$ cat config.mk
export PLATFORM = sky130hd
export DESIGN_NAME = ppm_frame_decoder
export DESIGN_NICKNAME = d
export VERILOG_FILES = /design/src/sv/ppm_pkg.sv /design/src/sv/ppm_frame_decoder.sv
export SDC_FILE = /design/constraint.sdc
export NUM_CORES = 1
export LEC_CHECK = 0
export BUFFER_PORTS_ARGS = -buffer_cell sky130_fd_sc_hd__buf_2
export CAP_MARGIN = 5
export CORE_ASPECT_RATIO = 0.5
export CORE_MARGIN = 10
export CORE_UTILIZATION = 60
export CTS_CLUSTER_SIZE = 40
export DETAILED_ROUTE_END_ITERATION = 8
export PLACE_DENSITY = 0.8
export SETUP_SLACK_MARGIN = 0.05
export SLEW_MARGIN = 40
export SYNTH_ARGS = -nofsm -noshare
export SYNTH_HDL_FRONTEND = slang
export SYNTH_SLANG_ARGS = --single-unit
$ cat constraint.sdc
create_clock -name clock -period 5.9 [get_ports clock]
set_input_delay 0.885 -clock clock [delete_from_list [all_inputs] [get_ports clock]]
set_output_delay 0.885 -clock clock [all_outputs]
set_load 0.02 [all_outputs]
$ cat src/sv/ppm_pkg.sv
// shared types and constants of the ppm frame decoder
package ppm_pkg;

   // channel store size used by default
   localparam int MAX_CHANNELS_DEFAULT = 12;

   // configuration register indexes
   localparam logic [2:0] REG_FRAME_GAP_MIN   = 3'd0;
   localparam logic [2:0] REG_PULSE_MIN       = 3'd1;
   localparam logic [2:0] REG_PULSE_MAX       = 3'd2;
   localparam logic [2:0] REG_LOCK_FRAMES     = 3'd3;
   localparam logic [2:0] REG_MIN_FRAME_CHANS = 3'd4;
   localparam logic [2:0] REG_MAX_FRAME_PULSE = 3'd5;

   // register reset values
   localparam logic [15:0] FRAME_GAP_MIN_RST   = 16'd2900;
   localparam logic [15:0] PULSE_MIN_RST       = 16'd800;
   localparam logic [15:0] PULSE_MAX_RST       = 16'd2500;
   localparam logic [3:0]  LOCK_FRAMES_RST     = 4'd4;
   localparam logic [4:0]  MIN_FRAME_CHANS_RST = 5'd4;
   localparam logic [4:0]  MAX_FRAME_PULSE_RST = 5'd20;

   // sequencer states
   typedef enum logic {
      ST_IDLE,
      ST_LOAD
   } state_type;

endpackage

$ cat src/sv/ppm_frame_decoder.sv
// ppm frame decoder top level: interval classification, channel store and frame readout
//
// Each req transfer carries one measured interval between rising edges of a PPM
// signal. Pulse intervals are written into an on-chip channel store while a frame
// is open; a frame gap closes the frame and, once enough equal-length frames have
// been seen (lock_frames), the stored channels are read back and sent as one rsp
// transfer per channel, tlast on the final one. A frame gap that releases a frame
// keeps req_tready low while its channels are read out, which rsp_tready stalls
// can stretch. The store has a registered read port: one entry is read per cycle
// unless rsp_tready stalls, the first read issued with the gap transfer. The rsp
// output register lets the next interval be taken while the final channel still
// waits. The store needs no clearing after reset: every delivered entry was
// written in the frame being delivered.
module ppm_frame_decoder #(
   parameter int MAX_CHANNELS = ppm_pkg::MAX_CHANNELS_DEFAULT
) (
   input  logic        clock,
   input  logic        reset,
   // interval input stream
   input  logic        req_tvalid,
   output logic        req_tready,
   input  logic [15:0] req_tdata,   // [15:0] interval_us
   // channel output stream
   output logic        rsp_tvalid,
   input  logic        rsp_tready,
   output logic [23:0] rsp_tdata,   // [3:0] chan_index, [19:4] chan_width_us,
                                    // [23:20] frame_channels
   output logic        rsp_tlast,   // last_in_frame
   // configuration port
   input  logic        csr_psel,
   input  logic        csr_penable,
   input  logic        csr_pwrite,
   input  logic [4:0]  csr_paddr,
   input  logic [31:0] csr_pwdata,
   output logic [31:0] csr_prdata,
   output logic        csr_pready
);

   localparam int AW = (MAX_CHANNELS > 1) ? $clog2(MAX_CHANNELS) : 1;
   localparam logic [4:0] MAX_CH5 = 5'(MAX_CHANNELS);

   // ---------------------------------------------------------------
   // configuration registers
   // ---------------------------------------------------------------
   logic [15:0] gap_min_ff, pulse_min_ff, pulse_max_ff;
   logic [3:0]  lock_frames_ff;
   logic [4:0]  min_chans_ff, max_pulses_ff;
   logic        csr_write;
   logic [2:0]  csr_index;

   assign csr_pready = 1'b1;
   assign csr_index  = csr_paddr[4:2];
   assign csr_write  = csr_psel & csr_penable & csr_pwrite;

   always_ff @(posedge clock) begin
      if (reset) begin
         gap_min_ff     <= ppm_pkg::FRAME_GAP_MIN_RST;
         pulse_min_ff   <= ppm_pkg::PULSE_MIN_RST;
         pulse_max_ff   <= ppm_pkg::PULSE_MAX_RST;
         lock_frames_ff <= ppm_pkg::LOCK_FRAMES_RST;
         min_chans_ff   <= ppm_pkg::MIN_FRAME_CHANS_RST;
         max_pulses_ff  <= ppm_pkg::MAX_FRAME_PULSE_RST;
      end else if (csr_write) begin
         case (csr_index)
            ppm_pkg::REG_FRAME_GAP_MIN:   gap_min_ff     <= csr_pwdata[15:0];
            ppm_pkg::REG_PULSE_MIN:       pulse_min_ff   <= csr_pwdata[15:0];
            ppm_pkg::REG_PULSE_MAX:       pulse_max_ff   <= csr_pwdata[15:0];
            ppm_pkg::REG_LOCK_FRAMES:     lock_frames_ff <= csr_pwdata[3:0];
            ppm_pkg::REG_MIN_FRAME_CHANS: min_chans_ff   <= csr_pwdata[4:0];
            ppm_pkg::REG_MAX_FRAME_PULSE: max_pulses_ff  <= csr_pwdata[4:0];
            default: ;   // writes beyond the register list are dropped
         endcase
      end
   end

   always_comb begin
      case (csr_index)
         ppm_pkg::REG_FRAME_GAP_MIN:   csr_prdata = {16'd0, gap_min_ff};
         ppm_pkg::REG_PULSE_MIN:       csr_prdata = {16'd0, pulse_min_ff};
         ppm_pkg::REG_PULSE_MAX:       csr_prdata = {16'd0, pulse_max_ff};
         ppm_pkg::REG_LOCK_FRAMES:     csr_prdata = {28'd0, lock_frames_ff};
         ppm_pkg::REG_MIN_FRAME_CHANS: csr_prdata = {27'd0, min_chans_ff};
         ppm_pkg::REG_MAX_FRAME_PULSE: csr_prdata = {27'd0, max_pulses_ff};
         default:                      csr_prdata = 32'd0;
      endcase
   end

   // ---------------------------------------------------------------
   // frame tracking state
   // ---------------------------------------------------------------
   ppm_pkg::state_type state_ff, state_in;
   logic          in_frame_ff, in_frame_in;
   logic [4:0]    pulse_cnt_ff, pulse_cnt_in;
   logic [4:0]    prev_cnt_ff, prev_cnt_in;
   logic [3:0]    match_ff, match_in;
   logic [4:0]    deliver_cnt_ff, deliver_cnt_in;  // channels in the frame being read out
   logic [AW-1:0] rd_ptr_ff, rd_ptr_in;

   logic [15:0] interval;
   logic        accept, is_gap, is_pulse, same_len, emit, store_wr;
   logic [4:0]  clamp_cnt;
   logic        slot_free, load, last_chan, rd_en;
   logic [AW-1:0] rd_addr;

   assign interval = req_tdata;
   assign accept   = req_tvalid & req_tready;
   assign is_gap   = interval >= gap_min_ff;
   assign is_pulse = (pulse_cnt_ff < max_pulses_ff) &&
                     (interval >= pulse_min_ff) && (interval <= pulse_max_ff);
   assign same_len = pulse_cnt_ff == prev_cnt_ff;
   assign clamp_cnt = (pulse_cnt_ff > MAX_CH5) ? MAX_CH5 : pulse_cnt_ff;

   // locked frame with at least one channel closes at this gap
   assign emit = accept & is_gap & in_frame_ff & same_len &
                 (pulse_cnt_ff >= min_chans_ff) & (match_ff >= lock_frames_ff) &
                 (pulse_cnt_ff != 5'd0);

   // pulse inside an open frame goes to the store unless the store is full
   assign store_wr = accept & ~is_gap & is_pulse & in_frame_ff & (pulse_cnt_ff < MAX_CH5);

   assign slot_free = ~rsp_tvalid | rsp_tready;
   assign last_chan = ((5'(rd_ptr_ff) + 5'd1) == deliver_cnt_ff);

   // next state
   always_comb begin
      state_in = state_ff;
      case (state_ff)
         ppm_pkg::ST_IDLE: if (emit) state_in = ppm_pkg::ST_LOAD;
         ppm_pkg::ST_LOAD: if (slot_free && last_chan) state_in = ppm_pkg::ST_IDLE;
         default:          state_in = ppm_pkg::ST_IDLE;
      endcase
   end

   // state outputs
   always_comb begin
      req_tready = 1'b0;
      load       = 1'b0;
      rd_en      = 1'b0;
      rd_addr    = '0;
      case (state_ff)
         ppm_pkg::ST_IDLE: begin
            req_tready = 1'b1;
            rd_en      = emit;   // first entry read along with the gap
         end
         ppm_pkg::ST_LOAD: begin
            load    = slot_free;
            rd_en   = slot_free & ~last_chan;
            rd_addr = rd_ptr_ff + AW'(1);
         end
         default: ;
      endcase
   end

   // frame bookkeeping on each accepted interval
   always_comb begin
      in_frame_in    = in_frame_ff;
      pulse_cnt_in   = pulse_cnt_ff;
      prev_cnt_in    = prev_cnt_ff;
      match_in       = match_ff;
      deliver_cnt_in = deliver_cnt_ff;
      rd_ptr_in      = rd_ptr_ff;
      if (accept) begin
         if (is_gap) begin
            if (in_frame_ff) begin
               if (same_len) begin
                  if ((pulse_cnt_ff >= min_chans_ff) && (match_ff < lock_frames_ff))
                     match_in = match_ff + 4'd1;
               end else begin
                  match_in = 4'd0;
               end
               prev_cnt_in = pulse_cnt_ff;
            end else begin
               in_frame_in = 1'b1;
            end
            pulse_cnt_in = 5'd0;
         end else if (is_pulse) begin
            if (in_frame_ff) pulse_cnt_in = pulse_cnt_ff + 5'd1;
         end else begin
            in_frame_in = 1'b0;   // bad interval or too many pulses: sync lost
         end
      end
      if (emit) begin
         deliver_cnt_in = clamp_cnt;
         rd_ptr_in      = '0;
      end else if (rd_en) begin
         rd_ptr_in = rd_addr;
      end
   end

   always_ff @(posedge clock) begin
      if (reset) begin
         state_ff       <= ppm_pkg::ST_IDLE;
         in_frame_ff    <= 1'b0;
         pulse_cnt_ff   <= 5'd0;
         prev_cnt_ff    <= 5'd0;
         match_ff       <= 4'd0;
         deliver_cnt_ff <= 5'd0;
         rd_ptr_ff      <= '0;
      end else begin
         state_ff       <= state_in;
         in_frame_ff    <= in_frame_in;
         pulse_cnt_ff   <= pulse_cnt_in;
         prev_cnt_ff    <= prev_cnt_in;
         match_ff       <= match_in;
         deliver_cnt_ff <= deliver_cnt_in;
         rd_ptr_ff      <= rd_ptr_in;
      end
   end

   // ---------------------------------------------------------------
   // channel store: one write port (pulses), one registered read port
   // (readout); writes only happen in idle, reads at a gap or in load,
   // so the two never touch an entry in the same cycle
   // ---------------------------------------------------------------
   logic [15:0] chan_mem [MAX_CHANNELS];
   logic [15:0] rd_data_ff;

   always_ff @(posedge clock) begin
      if (store_wr) chan_mem[pulse_cnt_ff[AW-1:0]] <= interval;
      if (rd_en)    rd_data_ff <= chan_mem[rd_addr];
   end

   // ---------------------------------------------------------------
   // output register
   // ---------------------------------------------------------------
   logic        rsp_valid_ff;
   logic [3:0]  rsp_index_ff, rsp_count_ff;
   logic [15:0] rsp_width_ff;
   logic        rsp_last_ff;

   always_ff @(posedge clock) begin
      if (reset) begin
         rsp_valid_ff <= 1'b0;
      end else if (load) begin
         rsp_valid_ff <= 1'b1;
      end else if (rsp_tready) begin
         rsp_valid_ff <= 1'b0;
      end
   end

   always_ff @(posedge clock) begin
      if (load) begin
         rsp_index_ff <= 4'(rd_ptr_ff);
         rsp_width_ff <= rd_data_ff;
         rsp_count_ff <= deliver_cnt_ff[3:0];
         rsp_last_ff  <= last_chan;
      end
   end

   assign rsp_tvalid = rsp_valid_ff;
   assign rsp_tdata  = {rsp_count_ff, rsp_width_ff, rsp_index_ff};
   assign rsp_tlast  = rsp_last_ff;

endmodule

==> out/metrics.csv <==
stage,metric,value,unit
outcome,status,completed,
setup_path,reg-to-reg setup timing slack,2.32,ns
clocking,Clock Tree Root,clkbuf_16,
drt,met3 WL,3.30,mm
finish,fraction of layout cells with a size suffix above 1,17.6,%
clocking,Max clock buf depth,3,
drt,Post-DRT Antenna Nets,0,
drt,final wirelength,34.4,mm
synthesis,Synth Area in Compound Gates,9.39,%
placed_design,gpl congestion,0.884,
setup_path,crit path kind,in -> reg,
setup_path,worst-case reg-to-reg path depth,9,
timing,final hold violation count,0,
grt,initial antenna violation count,1,
synthesis,mux contribution to synthesized area,9.82,%
power_and_ir_drop,PD cells,273,nW/um^2
finish,Finished Cell Area,16200,sq um
synthesis,synthesized-area fraction occupied by xor and xnor cells,0.659,%
setup_path,CP startpoint kind,primary input,
synthesis,area share of fa/ha/maj cells after synthesis,5.73,%
timing,max-slew violation count,0,
placed_design,post-place setup slack,1.48,ns
floorplan,row count,40,
worst_hold_path,hold_sp,rd_data_ff[6],
floorplan,Initial Util,61.0,%
drt,drt pass-1 iters,6,
run,max cap viols,0,
grt,vias in the first global route,9582,
synthesis,Mean Syn Cell Area,12.6,sq um
setup_path,CP cell instances,buf_2 -> inv_1 -> ha_1 -> nand2b_4 -> a2111oi_4 -> and3b_1 -> nor3_2 -> nand4_2 -> nor3_2 -> buf_4,
finish,area of the multi-input gates,5320,sq um
synthesis,share of the synthesized area in the top cell type,47.9,%
synthesis,count of flip-flops with a built-in enable after synthesis,233,
clocking,Clock Sinks,321,
timing,setup_tns,0,ns
clocking,hold buffers post-CTS,0,
finish,Final nets,1368,
worst_hold_path,Hold Path End,rsp_width_ff[6],
drt,Top Metal Used,met4,
clocking,Inserted Clock Buffers,28,
setup_path,"Max FO, Critical Path",13,
grt,gr ovfl total,0,
timing,crit path time final,3.92,ns
worst_hold_path,hold path depth,0,
grt,first-pass GRT wire length,53.8,mm
timing,Worst-Margin Slew,0.811,ns
setup_path,Worst Path Buf+Inv,3,
timing,final hold slack,0.420,ns
synthesis,Synth Register Bits,321,
synthesis,post-synth cell types,71,
setup_path,crit-path most repeated cell,nor3_2,
timing,RSZ-0062 raised after global routing,false,
floorplan,Core Footprint,24000,sq um
clocking,later-pin clock latency in the skew report,0.57,ns
drt,metal2 WL,16.2,mm
floorplan,die area,31400,sq um
floorplan,top-level port count,120,
power_and_ir_drop,Lkg Pwr,5.70,nW
synthesis,largest cells by area after synthesis,"edfxtp_1 (48%), dfxtp_1 (12%), ha_1 (5.7%)",
synthesis,"Async S/R FF share, synth",0,%
clocking,CTS resizes,0,
drt,initial DRC count,1255,
finish,"commonest cells after routing, fill and taps aside","edfxtp_1 (233), nand2_1 (135), a21oi_1 (107), dfxtp_1 (87), buf_2 (84)",
setup_path,Critical R2R Launch,pulse_max_ff[13],
placed_design,Final HPWL DP,21.8,mm
setup_path,largest stage delay on the critical path,0.75,ns
drt,via count,9666,
setup_path,Crit. End Element,flip-flop,
timing,crit share post-route,66.4,%
timing,final setup violation count,0,
setup_path,"Data arrival, critical path",4.17,ns
placed_design,placed instance area,15300,sq um
finish,"most common cell after layout, fill and taps aside",edfxtp_1,
setup_path,WP data required,6.15,ns
synthesis,Synth area leader,edfxtp_1,
placed_design,Port Buffers,84,
clocking,CTS tree,built,
setup_path,Crit path max-delay family,simple AND/OR/NAND/NOR gates,
power_and_ir_drop,VDD IR max,184,uV
finish,Reg area,8760,sq um
timing,setup ws final,1.98,ns
setup_path,worst reg2reg endpoint,chan_mem[6][14],
synthesis,Post-Syn Area,14600,sq um
power_and_ir_drop,total power,4.43,mW
drt,DRC Markers,0,
finish,filler cell count,1650,
clocking,"Reg clk slew, reported paths",0.06,ns
grt,largest net degree at the start of global routing,63,
synthesis,Synth Warn #,0,
drt,Vias/cell,6.13,
floorplan,Die Span X,241,um
synthesis,synthesized instance count,1164,
synthesis,combinational family with the most area after synthesis,simple AND/OR/NAND/NOR gates,
timing,slew margin rel.,45.9,%
timing,fmax,0.255,GHz
clocking,setup bufs post-CTS,0,
synthesis,Most used DFF post-synth,edfxtp_1,
setup_path,CP max stage cell,nor3_2,
grt,GRT Util Overall,22.0,%
floorplan,Die Y,130,um
drt,Wirelength per Cell,21.8,um
drt,WL met1,14.2,mm
timing,clock skew,0.0207,ns
clocking,CTS H-tree lvls,1,
synthesis,Synth Area in Simple Gates,9.82,%
finish,Layout area overhead,11.0,%
synthesis,"Seq/Total Area, Yosys",59.9,%
worst_hold_path,worst min path class,reg -> reg,
## synthesized netlist by cell type (3+ instances only)
cell type,count
edfxtp_1,233
a211oi_1,20
nor3_2,6
nand2b_1,9
nand3_1,11
nand3b_1,4
clkbuf_1,35
buf_6,5
mux4_2,31
a31oi_1,3
nor2_1,75
a21o_1,6
mux2_2,5
nand2_1,136
nand4_1,9
o21ai_0,14
and2_1,9
ha_1,67
a211o_1,4
nor2b_1,5
a21oi_1,107
dfxtp_1,88
xor2_1,5
o211ai_1,20
nor4_1,4
mux2i_1,68
o31ai_1,3
xnor2_1,6
a22oi_1,4
o21a_1,7
nor3_1,16
buf_4,23
inv_1,66
buf_2,5
buf_1,4
## logic make-up (layout without fill, tap and decap cells)
kind of cell / after synthesis / in the layout
compound gates: 213 / 213
xor+xnor: 11 / 11
fa+ha+maj: 67 / 67
buf+inv: 141 / 224
flops: 321 / 321
mux: 104 / 104
other cells: 2 / 18
simple gates: 305 / 305
## flip-flops by register name, indices dropped and copies added, names as in the netlist, 5 cells and up
| register | flops |
|---|---|
| prev_cnt_ff | 5 |
| max_pulses_ff | 5 |
| min_chans_ff | 5 |
| pulse_cnt_ff | 5 |
| rd_data_ff | 16 |
| rsp_width_ff | 16 |
| gap_min_ff | 16 |
| deliver_cnt_ff | 5 |
| chan_mem | 192 |
| pulse_max_ff | 16 |
| pulse_min_ff | 16 |
## per-stage QoR
step	util (%)	cells
global route	67.7	1578
floorplan	-	1179
global placement	63.7	1525
CTS	67.5	1576
finish	67.7	1578
detailed placement	63.8	1525
## layer usage
layer,up-vias,track usage [%]
met5,-,0
met3,64,5.06
met1,4747,29.9
met4,0,5.00
met2,464,35.6
li1,4391,-
## worst register-to-register path, stage by stage, from the launching register on
cell,delay [ns]
dfxtp_1,0.37
inv_1,0.07
ha_1,0.29
nand4_1,0.14
nor4_1,0.48
nand4_1,0.21
o31ai_2,0.14
nand4_2,0.49
nor3_2,0.75
buf_4,0.32
## final cells by class
| cell class | count | area share (%) |
|---|---|---|
| timing repair buffer | 105 | 3.68 |
| inverter | 68 | 1.57 |
| sequential | 321 | 54.0 |
| clock buffer | 33 | 4.43 |
| antenna | 1 | 0.0154 |
| clock inverter | 18 | 1.11 |
| tap | 315 | 2.43 |
| multi-input combinational | 717 | 32.8 |
## worst max path at each step
| stage | start | to | depth (start not counted) |
|---|---|---|---|
| 6_report | req_tdata[0] | chan_mem[6][14] | 10 |
| 5_1_grt | req_tdata[0] | chan_mem[6][14] | 10 |
| 4_1_cts | req_tdata[0] | chan_mem[6][14] | 10 |
| 3_5_place_dp | req_tdata[0] | chan_mem[6][10] | 10 |
| 3_3_place_gp | req_tdata[0] | chan_mem[6][9] | 10 |
| 2_1_floorplan | req_tdata[0] | chan_mem[0][0] | 9 |
## where the power goes
group          internal (mW)  total (mW)  switching (mW)
sequential              2.41        2.42         0.00375
combinational         0.0564       0.187           0.131
clock                   1.01        1.83           0.819
Power figures use the tool's default switching activity.
